**src/design/cbrt_pkg.sv**
```systemverilog
// Shared types and constants for the integer cube root pipeline.
// Used by cbrt_cell and integer_cube_root; depends on nothing else.
package cbrt_pkg;

  localparam int INPUT_WIDTH = 64;
  localparam int RAD_W       = 64;
  localparam int ROOT_W      = 22;
  localparam int NUM_CELLS   = 22;
  // Radicand padded at the top so that it splits into whole 3-bit groups.
  localparam int BITS_W      = 3 * NUM_CELLS;
  localparam int SQ_W        = 2 * ROOT_W;
  localparam int REM_W       = 48;
  localparam int TRIAL_W     = REM_W + 3;
  localparam int OUT_TDATA_W = 24;

  localparam logic [RAD_W-1:0] RAD_MASK = {RAD_W{1'b1}} >> (RAD_W - INPUT_WIDTH);

  // Partial result handed from one cell to the next.
  typedef struct packed {
    logic [REM_W-1:0]  rem;   // running remainder
    logic [ROOT_W-1:0] y;     // root bits settled so far
    logic [SQ_W-1:0]   sq;    // y squared
    logic [BITS_W-1:0] bits;  // radicand groups not yet consumed, next group on top
  } stage_t;

endpackage

```
**src/design/cbrt_cell.sv**
```systemverilog
// One cell of the cube root chain: brings down a 3-bit group and settles one root bit.
// Depends on cbrt_pkg.
module cbrt_cell (
  input  logic            clk,
  input  logic            rst_n,
  input  logic            up_valid,
  output logic            up_ready,
  input  cbrt_pkg::stage_t up_data,
  output logic            dn_valid,
  input  logic            dn_ready,
  output cbrt_pkg::stage_t dn_data
);
  import cbrt_pkg::*;

  logic            valid_r;
  stage_t          data_r;
  stage_t          data_nxt;
  logic [TRIAL_W-1:0] rem_t;
  logic [TRIAL_W-1:0] b;
  logic [SQ_W+1:0]    sq4;
  logic               take;

  // With y doubled to 2y, the trial subtrahend 3(2y)(2y+1)+1 equals 12*y^2 + 6*y + 1,
  // and a set bit moves y^2 to 4*y^2 + 4*y + 1, so no multiplier is needed.
  always_comb begin
    rem_t = {up_data.rem, up_data.bits[BITS_W-1 -: 3]};
    sq4   = {up_data.sq, 2'b00};
    b     = TRIAL_W'({sq4, 1'b0}) + TRIAL_W'(sq4)
          + TRIAL_W'({up_data.y, 2'b00}) + TRIAL_W'({up_data.y, 1'b0})
          + TRIAL_W'(1);
    take  = (rem_t >= b);

    data_nxt.bits = {up_data.bits[BITS_W-4:0], 3'b000};
    if (take) begin
      data_nxt.rem = REM_W'(rem_t - b);
      data_nxt.y   = {up_data.y[ROOT_W-2:0], 1'b1};
      data_nxt.sq  = SQ_W'(sq4 + {up_data.y, 2'b00} + (SQ_W+2)'(1));
    end else begin
      data_nxt.rem = REM_W'(rem_t);
      data_nxt.y   = {up_data.y[ROOT_W-2:0], 1'b0};
      data_nxt.sq  = SQ_W'(sq4);
    end
  end

  assign up_ready = !valid_r || dn_ready;

  always_ff @(posedge clk) begin
    if (!rst_n) begin
      valid_r <= 1'b0;
    end else if (up_ready) begin
      valid_r <= up_valid;
    end
  end

  always_ff @(posedge clk) begin
    if (up_ready && up_valid) begin
      data_r <= data_nxt;
    end
  end

  assign dn_valid = valid_r;
  assign dn_data  = data_r;

endmodule

```
**config.mk**
```make
export PLATFORM = sky130hd
export DESIGN_NAME = cbrt_cell
export DESIGN_NICKNAME = d
export VERILOG_FILES = /design/src/design/cbrt_pkg.sv /design/src/design/cbrt_cell.sv
export SDC_FILE = /design/constraint.sdc
export NUM_CORES = 1
export LEC_CHECK = 0
export ABC_AREA = 1
export BUFFER_PORTS_ARGS = -buffer_cell sky130_fd_sc_hd__buf_2
export CORE_AREA = 2 2 192 194
export CTS_BUF_LIST = sky130_fd_sc_hd__clkbuf_8
export DETAILED_ROUTE_END_ITERATION = 10
export DIE_AREA = 0 0 194 196
export HOLD_SLACK_MARGIN = 0.1
export PLACE_DENSITY_LB_ADDON = 0.1
export SETUP_SLACK_MARGIN = 0.2
export SYNTH_ARGS = -nofsm -noshare
export SYNTH_HDL_FRONTEND = slang
export SYNTH_SLANG_ARGS = --single-unit
```
**constraint.sdc**
```tcl
create_clock -name clk -period 19.8 [get_ports clk]
set_input_delay 0.99 -clock clk [delete_from_list [all_inputs] [get_ports clk]]
set_output_delay 0.99 -clock clk [all_outputs]
set_load 0.05 [all_outputs]
```
# [Word-level counts from Yosys, hierarchy flattened]
# Cells that the tools add are included.
[totals] word_cells=18 regBits=178 output_inout_bits=182
[classes] n_lt_le_gt_ge=1 n_reduce_logical=3 mux=1 n_addsub=7
[op_table] operator="2-to-1 mux 114 bit" count=1
[op_table] operator="adder 50 x 1 -> 51 bit, second input constant" count=1
[op_table] operator=">= comparator 51 bit" count=1
[op_table] operator="adder 49 x 23 -> 50 bit" count=1
[op_table] operator="adder 48 x 24 -> 49 bit" count=1
[op_table] operator="adder 47 x 46 -> 48 bit" count=1
[op_table] operator="subtractor 48 bit" count=1
[op_table] operator="adder 44 x 1 -> 44 bit, second input constant" count=1
[op_table] operator="adder 44 x 24 -> 44 bit" count=1
[op_table] operator="logical AND 1 bit" count=1
[op_table] operator="logical NOT 1 bit" count=1
[op_table] operator="logical OR 1 bit" count=1

# [Depth between registers and ports, before layout]
# Gate-level depths: netlist (run 1).
[depth] ltp_word=6 mapped_depth=32 mapped_depth_nobuf=31

# [Worst setup path before layout (run 1)]
# OpenSTA, ideal clock, no wires.
[synth_path] kind="input-to-reg" from="input port up_valid" to="register data_r (netlist bit dn_data[100]), enable pin" setup_ns=0.769 arrival_time_ns=9.483 cell_stages=2 path_slack_ns=9.548 path_buffers=0 t_required_ns=19.031 cell_sequence="inv_1 -> a21oi_1"
[synth_between] elab_chain_cells=1
[synth_rtl] element="from (decl)" line_no="cbrt_cell.sv:6" text="input logic up_valid,"
[synth_rtl] element="logical AND 1 bit" line_no="cbrt_cell.sv:56" text="if (up_ready && up_valid) begin"
[synth_rtl] element="to (signal assigned)" line_no="cbrt_cell.sv:57" text="data_r <= data_nxt;"
[synth_rtl] element="to (decl)" line_no="cbrt_cell.sv:16" text="stage_t data_r;"
# No other way between the ends.
# A chain may end at the register's enable or synchronous reset.

==> results of run 1 <==
==> worst paths after layout <==
path                            slack (ns)                   from                     end  cells after the start
worst min register to register        0.59  dn_valid$_SDFFE_PN0N_   dn_valid$_SDFFE_PN0N_                      2
worst max-delay path                 11.69            up_data[67]  dn_data[145]$_DFFE_PP_                     26
worst max register to register       17.96  dn_valid$_SDFFE_PN0N_  dn_data[105]$_DFFE_PP_                      2
worst min-delay path                  0.59  dn_valid$_SDFFE_PN0N_   dn_valid$_SDFFE_PN0N_                      2
==> per-layer routing <==
metal	GRT usage, %	vias up	share of wire (%)
met5	0	-	0.012
met4	9.62	2	2.5
met3	7.51	115	9.7
met2	56.1	980	45
met1	47.5	8390	43
li1	-	8946	-
==> cell type report <==
class / instances / area share, %
inverters: 464 / 8.50
clock buffers: 17 / 1.14
flip-flops and latches: 177 / 25.9
multi-input cells: 1933 / 51.6
well taps: 468 / 2.86
repair buffers: 364 / 8.99
clock inverters: 15 / 1.04
==> power by group <==
part | switching, mW | internal (mW)
logic | 1.12 | 0.460
registers | 0.0209 | 0.512
clock network | 0.172 | 0.121
==> kinds of logic (layout without fill, tap and decap cells) <==
group,count (synthesis),count (layout),share of synthesized area (%)
AOI/OAI and AO/OA,216,216,6.39
and+or+nand+nor,1439,1439,33.0
DFF,177,177,29.8
adders and majority gates,205,205,16.3
buffers and inverters,493,860,11.1
xor gates and xnor gates,69,69,3.43
other,1,4,0.0210
==> critical path, delay by kind of cell <==
kind                     cells  cell delay [ns]
AND/OR/NAND/NOR             15             3.33
AO/OA/AOI/OAI                2             0.45
adder cells (fa/ha/maj)      5             2.25
buffers and inverters        4             1.21
==> cell usage after synthesis (all sizes together) <==
cell	instances	share of area (%)
a21boi	4	0.17
a21o	3	0.13
a21oi	110	3.1
a31oi	2	0.070
and2	4	0.14
buf	27	1.3
clkbuf	2	0.049
conb	1	0.021
dfxtp	1	0.11
edfxtp	176	30
fa	45	5.1
ha	160	11
inv	464	9.8
nand2	952	20
nand2b	1	0.035
nand3	175	5.0
nand3b	28	1.2
nand4	25	0.88
nor2	229	5.0
nor3	21	0.59
nor4	3	0.11
o211ai	2	0.084
o21a	4	0.17
o21ai	82	2.3
o21bai	9	0.38
or2	1	0.035
xnor2	19	0.93
xor2	50	2.5
==> layout by cell type, fill, tap and decap left out, types with 4 or more instances in the layout <==
master	count
sky130_fd_sc_hd__a21boi_0	4
sky130_fd_sc_hd__a21oi_1	109
sky130_fd_sc_hd__and2_1	4
sky130_fd_sc_hd__buf_2	361
sky130_fd_sc_hd__clkbuf_8	17
sky130_fd_sc_hd__conb_1	4
sky130_fd_sc_hd__edfxtp_1	176
sky130_fd_sc_hd__fa_1	45
sky130_fd_sc_hd__ha_1	160
sky130_fd_sc_hd__inv_1	456
sky130_fd_sc_hd__inv_2	8
sky130_fd_sc_hd__inv_8	4
sky130_fd_sc_hd__nand2_1	949
sky130_fd_sc_hd__nand3_1	173
sky130_fd_sc_hd__nand3b_1	28
sky130_fd_sc_hd__nand4_1	25
sky130_fd_sc_hd__nor2_1	221
sky130_fd_sc_hd__nor2_2	7
sky130_fd_sc_hd__nor3_1	21
sky130_fd_sc_hd__o21a_1	4
sky130_fd_sc_hd__o21ai_0	58
sky130_fd_sc_hd__o21ai_1	24
sky130_fd_sc_hd__o21bai_1	9
sky130_fd_sc_hd__xnor2_1	19
sky130_fd_sc_hd__xor2_1	49
==> sequential cells by signal, summed over array words and instances, names as in the netlist <==
register / cells
dn_valid: 1
dn_data: 176
==> per-stage QoR <==
stage          total power [mW]  instance area (um^2)
4_1_cts                    2.39                 20500
2_1_floorplan              1.67                 17800
3_3_place_gp               2.07                 20000
5_1_grt                    2.58                 20500
3_5_place_dp               2.10                 20000
6_report                   2.41                 20500
==> results_dict.tcl, run 1 <==
set metrics [dict create \
    grt_pass1_vias 17400 \
    worstMarginPinSlew_ns 1.11 \
    p_leak_nw 11.1 \
    port-buffer-count 361 \
    setup.worst_path.class "in2reg" \
    syn-instance-count 2600 \
    cts_buffer_depth 2 \
    timing.slew.headroom_pct 25.8 \
    filler_cell_count 3515 \
    period_minus_slack_ns 8.11 \
    fin_util_pct 56.8 \
    critPathSlowestCell "sky130_fd_sc_hd__buf_4" \
    diodes 0 \
    seq_area_um2 5310 \
    vdd.ir_drop.worst_mv 0.135 \
    cts_setup_buffers 0 \
    placed_cells_incl_taps 3406 \
    timing.critical_path.mode_cell "sky130_fd_sc_hd__nand2_1" \
    detailroute.via_count 18400 \
    grt_first_pass_wirelength_mm 100 \
    die_height_um 196 \
    synth.cell_area_um2 17800 \
    first_pass_iters 8 \
    post_route_cells_drive_above_1_share_pct 14.1 \
    final_cell_count_no_fill 3438 \
    worst_ep_arrival_time_ns 8.33 \
    flow.area_growth_from_synthesis_pct 15.0 \
    totalWireLength_mm 67.6 \
    layout_setup_ws_ns 11.69 \
    drt-vias-per-instance 5.36 \
    tns_ns 0 \
    clk_root_buffer_cell "sky130_fd_sc_hd__clkbuf_8" \
    critPathMaxStageDelay_ns 0.86 \
    grt_antenna_before_repair 3 \
    cts_htree_levels 4 \
    clkSlewWorstSetupHoldPaths_ns 0.10 \
    worst_setup_path_start_kind "primary input" \
    initial_core_util_pct 49.4 \
    cts-resized-gates 0 \
    worst_clock_skew_ns 0.0122 \
    outcome "completed" \
    endpoint_kind "flop" \
    final.hold.worst_slack_ns 0.592 \
    drt_iter0_markers 1897 \
    drc 0 \
    number_of_distinct_standard_cells_referenced_by_the_synthesized_netlist 40 \
    maxClockFrequency_mhz 123 \
    total_count_of_max_transition_violations_in_the_final_report 0 \
    numCtsBuffers 17 \
    core_area_um2 36100 \
    synth_seq_area_share_pct 29.8 \
    dp.final_hpwl_mm 56.6 \
    final_nets 3346 \
    wirelength_per_cell_um 19.7 \
    power_density_nw_per_um2 118 \
    fp.dieArea_um2 38000 \
    synth_seq_cells 177 \
    grt_setup_unrepaired "false" \
    yosysWarningCount 0 \
    grt_overflow 0 \
    cts_hold_repair.buffers 0 \
    worst_skew_pair.late_latency_ns 0.53 \
    grt_max_degree 176 \
    timing.critical_path.fanout_max 88 \
    max_cap_violations 0 \
    placement_rows 70 \
    drt.antenna.violating_nets 0 \
    gpl.final_weighted_congestion 1.02 \
    gr-usage-all-layers_pct 34.8 \
    timing.final.crit_share_pct 41.0 \
    hold_path.class "reg2reg" \
    tritoncts "done" \
    setup_violations 0 \
    syn_area_per_cell_um2 6.85 \
    multi_input_area_um2 10600 \
    pin_count 366 \
    post-place-ws_ns 11.33 \
    final_hold_viol_count 0 \
    required_ns 20.02 \
    die_width_um 194 \
    cts.sink_count 177 \
]
Note: power is estimated with default switching activity, not from simulation.
==> run 2, diff against run 1 <==
Clock period 19.8 ns to 6.7 ns, I/O delays scaled along.
==> run 2 against run 1 <==
  * Design area up 4.3%
  * Critical path depth is 3 higher
  * Final cell count grew 2.7%
  * Critical endpoint is now dn_data[173]$_DFFE_PP_
  * Combinational power rose to 3.0 times the previous value
  * Largest power group unchanged
  * Clock skew fell by 0.00054 ns
  * Flip-flop and latch count is the same
  * Sequential power rose to 2.9 times the previous value
  * Global-route usage shrank 0.56 points
  * Register-to-register slack lost 13 ns
  * Routed wire length fell by 2.1%
==> results_dict.tcl, run 2 (same netlist as run 1, synthesis figures left out) <==
set metrics [dict create \
    gr-usage-all-layers_pct 34.3 \
    critPathSlowestCell "sky130_fd_sc_hd__dlygate4sd3_1" \
    post_route_cells_drive_above_1_share_pct 14.0 \
    layout.cells.most_common_list "949 x sky130_fd_sc_hd__nand2_1, 456 x sky130_fd_sc_hd__inv_1, 361 x sky130_fd_sc_hd__buf_2" \
    total_count_of_max_transition_violations_in_the_final_report 0 \
    cts_htree_levels 4 \
    most_common_cell_after_layout_fill_and_taps_aside "sky130_fd_sc_hd__nand2_1" \
    timing.critical_path.fanout_max 14 \
    setup_violations 0 \
    critPathMaxStageDelay_ns 0.53 \
    multi_input_area_um2 10600 \
    core_area_um2 36100 \
    hold_path.class "in2reg" \
    grt_setup_unrepaired "false" \
    layout_setup_ws_ns 0.507 \
    port-buffer-count 361 \
    grt_overflow 0 \
    critical_path.endpoint "dn_data[173]$_DFFE_PP_" \
    grt_max_degree 167 \
    p_leak_nw 11.5 \
    period_minus_slack_ns 6.19 \
    numCtsBuffers 17 \
    grt_antenna_before_repair 3 \
    timing.reg2reg.worst_path_depth 2 \
    placement_rows 70 \
    timing.final.crit_share_pct 92.4 \
    seq_area_um2 5310 \
    worst_ep_arrival_time_ns 6.47 \
    dp.final_hpwl_mm 53.9 \
    timing.critical_path.mode_cell "sky130_fd_sc_hd__nand2_1" \
    outcome "completed" \
    worst_setup_path_start_kind "primary input" \
    totalWireLength_mm 66.2 \
    endpoint_kind "flop" \
    cp-startpoint "up_data[112]" \
    worst_skew_pair.late_latency_ns 0.52 \
    flow.area_growth_from_synthesis_pct 19.9 \
    largest_register_ff_count 176 \
    filler_cell_count 3475 \
    cts_buffer_depth 2 \
    clk_root_buffer_cell "sky130_fd_sc_hd__clkbuf_8" \
    power_density_nw_per_um2 329 \
    drt-vias-per-instance 5.26 \
    worst_r2r_startpoint "dn_valid$_SDFFE_PN0N_" \
    die_width_um 194 \
    tns_ns 0 \
    first_pass_iters 7 \
    maxClockFrequency_mhz 161 \
    die_height_um 196 \
    grt_first_pass_wirelength_mm 99.6 \
    ff2ff_setup_slack_ns 4.69 \
    max_cap_violations 0 \
    r2r-end "dn_data[160]$_DFFE_PP_" \
    initial_core_util_pct 49.4 \
    setup.worst_path.class "in2reg" \
    drt.antenna.violating_nets 0 \
    timing.slew.headroom_pct 36.9 \
    gpl.final_weighted_congestion 1.02 \
    fp.dieArea_um2 38000 \
    vdd.ir_drop.worst_mv 0.405 \
    worstMarginPinSlew_ns 0.947 \
    grt_pass1_vias 17500 \
    cts.sink_count 177 \
    post-place-ws_ns 0.482 \
    required_ns 6.97 \
    final.hold.worst_slack_ns 0.138 \
    total_power_mw 7.03 \
    drt_iter0_markers 1716 \
    clkSlewWorstSetupHoldPaths_ns 0.11 \
    worst_clock_skew_ns 0.0117 \
    drc 0 \
    final_hold_viol_count 0 \
    detailroute.via_count 18600 \
    tritoncts "done" \
    final_nets 3436 \
    wirelength_per_cell_um 18.8 \
    pin_count 366 \
]
==> run 2: cell types whose count changed in the layout (fill, tap and decap cells not counted), sizes merged <==
cell / change
buf: +6
bufinv: -2
clkbuf: +1
clkinvlp: +2
diode: +2
dlygate4sd3: +83
inv: -1
nand3: +1
==> run 2: worst min path at each step <==
stage | start | end | slack (ns) | cells after the start
final | up_data[175] | dn_data[178]$_DFFE_PP_ | 0.14 | 3
after floorplan | up_data[7] | dn_data[10]$_DFFE_PP_ | 0.43 | 0
after global placement | up_data[58] | dn_data[61]$_DFFE_PP_ | 0.51 | 1
after global routing | up_data[111] | dn_data[112]$_DFFE_PP_ | 0.13 | 1
after detailed placement | up_data[33] | dn_data[36]$_DFFE_PP_ | 0.51 | 1
after CTS | up_data[116] | dn_data[117]$_DFFE_PP_ | 0.10 | 1
==> run 2: per-layer routing <==
layer	vias to the layer above	wire, um	global-route usage [%]
met5	-	13	0
met4	2	1550	8.81
li1	9127	-	-
met3	96	6230	7.75
met2	887	30000	55.4
met1	8465	28400	46.5
==> run 2: repair_timing <==
item / in CTS / in global routing
hold buffers: 83 / 0
resized for setup: 0 / 2
hold endpoints to repair: 83 / 0
buffers inserted: 0 / 3
endpoints found under the setup margin: 0 / 58
==> run 2: report_power, final <==
part	internal [mW]	total, mW	switching (mW)
clock network	0.286	0.768	0.482
logic	1.40	4.69	3.29
registers	1.51	1.57	0.0595
==> run 2: area by class of cell <==
type | count | share of cell area, %
inverters | 464 | 8.15
clock buffers | 18 | 1.16
repair buffers | 453 | 12.9
well taps | 468 | 2.74
flip-flops and latches | 177 | 24.8
clock inverters | 14 | 0.685
diodes | 2 | 0.0234
multi-input cells | 1934 | 49.5
==> run 2: critical path, delay by kind of cell <==
kind | cells | cell delay, ns
simple gates | 16 | 2.45
fa+ha+maj | 5 | 2.17
buf+inv | 5 | 0.90
compound gates | 3 | 0.59
==> run 2: through the flow <==
stage / area [um^2] / instances / util [%]
final: 21400 / 3530 / 59.2
after CTS: 21300 / 3524 / 59.1
after floorplan: 17800 / 2603 / -
after global placement: 20100 / 3409 / 55.7
after global routing: 21400 / 3530 / 59.2
after detailed placement: 20100 / 3409 / 55.7
==> run 3, diff against run 2 <==
Settings changed: CTS_CLUSTER_DIAMETER from default to 120.
Clock period 6.7 ns to 6.2 ns, I/O delays scaled along.
==> run 3 against run 2 <==
  * Clock skew rose by 0.0024 ns
  * Sequential share of layout area fell by 0.30 points
  * Clock-buffer cell count fell by 1
  * Hold slack got worse by 0.012 ns
  * Combinational power rose by 8.3%
  * Register-to-register slack got worse by 0.50 ns
  * Routed wire length fell by 2.8%
  * Non-clock buffer count rose by 22
  * Sequential power rose by 8%
  * Largest power group unchanged
  * Highest routed layer is now met4
==> results_dict.tcl, run 3 (same netlist as run 1, synthesis figures left out) <==
set metrics [dict create \
    wirelength_per_cell_um 18.1 \
    core_area_um2 36100 \
    total_count_of_max_transition_violations_in_the_final_report 0 \
    timing.slew.headroom_pct 37.5 \
    final_nets 3457 \
    hold_path.class "in2reg" \
    tritoncts "done" \
    cp.buffers_inverters 5 \
    drc 0 \
    timing.reg2reg.worst_path_depth 2 \
    dp.final_hpwl_mm 52.1 \
    grt_pass1_vias 17200 \
    period_minus_slack_ns 5.72 \
    tns_ns 0 \
    flow.area_growth_from_synthesis_pct 21.4 \
    worst_ep_arrival_time_ns 6.01 \
    die_height_um 196 \
    clkSlewWorstSetupHoldPaths_ns 0.11 \
    worst_setup_path_start_kind "primary input" \
    clk_root_buffer_cell "sky130_fd_sc_hd__clkbuf_8" \
    setup_violations 0 \
    drt_iter0_markers 1795 \
    vdd.ir_drop.worst_mv 0.373 \
    endpoint_kind "flop" \
    grt_overflow 0 \
    grt_max_degree 167 \
    most_common_cell_after_layout_fill_and_taps_aside "sky130_fd_sc_hd__nand2_1" \
    max_cap_violations 0 \
    post_route_cells_drive_above_1_share_pct 13.9 \
    power_density_nw_per_um2 354 \
    outcome "completed" \
    gr-usage-all-layers_pct 33.1 \
    port-buffer-count 361 \
    filler_cell_count 3442 \
    grt_first_pass_wirelength_mm 96.3 \
    timing.critical_path.fanout_max 5 \
    timing.final.crit_share_pct 92.3 \
    detailroute.via_count 18600 \
    cts_htree_levels 4 \
    initial_core_util_pct 49.4 \
    totalWireLength_mm 64.4 \
    critPathSlowestCell "sky130_fd_sc_hd__dlygate4sd3_1" \
    timing.critical_path.mode_cell "sky130_fd_sc_hd__nand2_1" \
    worstMarginPinSlew_ns 0.937 \
    maxClockFrequency_mhz 175 \
    worst_clock_skew_ns 0.0141 \
    setup.worst_path.class "in2reg" \
    p_leak_nw 11.6 \
    cp.depth 26 \
    placement_rows 70 \
    largest_register_ff_count 176 \
    layout.cells.most_common_list "949 x sky130_fd_sc_hd__nand2_1, 456 x sky130_fd_sc_hd__inv_1, 361 x sky130_fd_sc_hd__buf_2" \
    min_path_cells 3 \
    fp.dieArea_um2 38000 \
    first_pass_iters 5 \
    pin_count 366 \
    cts_buffer_depth 2 \
    critPathMaxStageDelay_ns 0.54 \
    drt.antenna.violating_nets 0 \
    gpl.final_weighted_congestion 1.06 \
    die_width_um 194 \
    numCtsBuffers 17 \
    worst_skew_pair.late_latency_ns 0.53 \
    final_hold_viol_count 0 \
    grt_setup_unrepaired "false" \
    grt_antenna_before_repair 2 \
    required_ns 6.49 \
    worst_path_dominant_cell_family "simple AND/OR/NAND/NOR gates" \
    final.hold.worst_slack_ns 0.126 \
    cts.sink_count 177 \
    drt-vias-per-instance 5.23 \
]
-- run 3: cell count changes in the layout (fill, tap and decap cells not counted), sizes merged --
cell,change
clkbuf,+1
clkinv,+1
clkinvlp,-1
buf,-2
nand3,-1
dlygate4sd3,+22
bufinv,+1
-- run 3: final cells by class --
class,instances,area [um^2],area share (%)
Clock buffer,17,234,1.08
Antenna cell,2,5.00,0.0231
Sequential cell,177,5310,24.5
Tap cell,468,586,2.71
Timing Repair Buffer,475,2990,13.8
Multi-Input combinational cell,1933,10600,48.9
Clock inverter,15,191,0.885
Inverter,464,1740,8.05
-- run 3: final timing paths --
| check | start | endpoint | slack, ns |
|---|---|---|---|
| setup / recovery | up_data[130] | dn_data[177]$_DFFE_PP_ | 0.48 |
| setup reg to reg | dn_valid$_SDFFE_PN0N_ | dn_data[163]$_DFFE_PP_ | 4.19 |
| hold / removal | up_data[170] | dn_data[173]$_DFFE_PP_ | 0.13 |
| hold reg to reg | dn_valid$_SDFFE_PN0N_ | dn_data[6]$_DFFE_PP_ | 0.78 |
-- run 3: metal layers --
layer,wire length (um),track usage (%),vias up
met2,29300,53.6,807
met1,28600,45.8,8553
met4,1230,8.02,0
met5,0,0,-
li1,-,-,9158
met3,5320,6.36,67
-- run 3: worst reg2reg max path, cell delays in order (launching register included) --
cell and delay, ns:
sky130_fd_sc_hd__dfxtp_1 0.38, sky130_fd_sc_hd__a21oi_4 0.41, sky130_fd_sc_hd__buf_12 0.69
-- run 3: stage by stage --
stage	power, mW	utilization [%]	cell area (um^2)	setup WS, ns	std cells
global route	8.24	59.9	21600	0.197	3550
finish	7.67	59.9	21600	0.475	3551
detailed placement	6.65	55.7	20100	0.302	3410
CTS	7.60	59.7	21600	0.348	3547
floorplan	5.31	-	17800	0.255	2603
global placement	6.59	55.7	20100	0.415	3410
-- run 3: what timing repair did --
action / 4_1_cts / 5_1_grt
setup endpoints to repair: 0 / 90
resized for setup: 0 / 9
hold buffers: 105 / 0
hold endpoints to repair: 104 / 0
setup buffers: 0 / 1
-- run 3: power by group --
part / switching (mW) / total, mW / internal (mW)
clock: 0.542 / 0.886 / 0.345
combinational: 3.56 / 5.08 / 1.52
sequential: 0.0648 / 1.70 / 1.63
total: 4.17 / 7.67 / 3.50
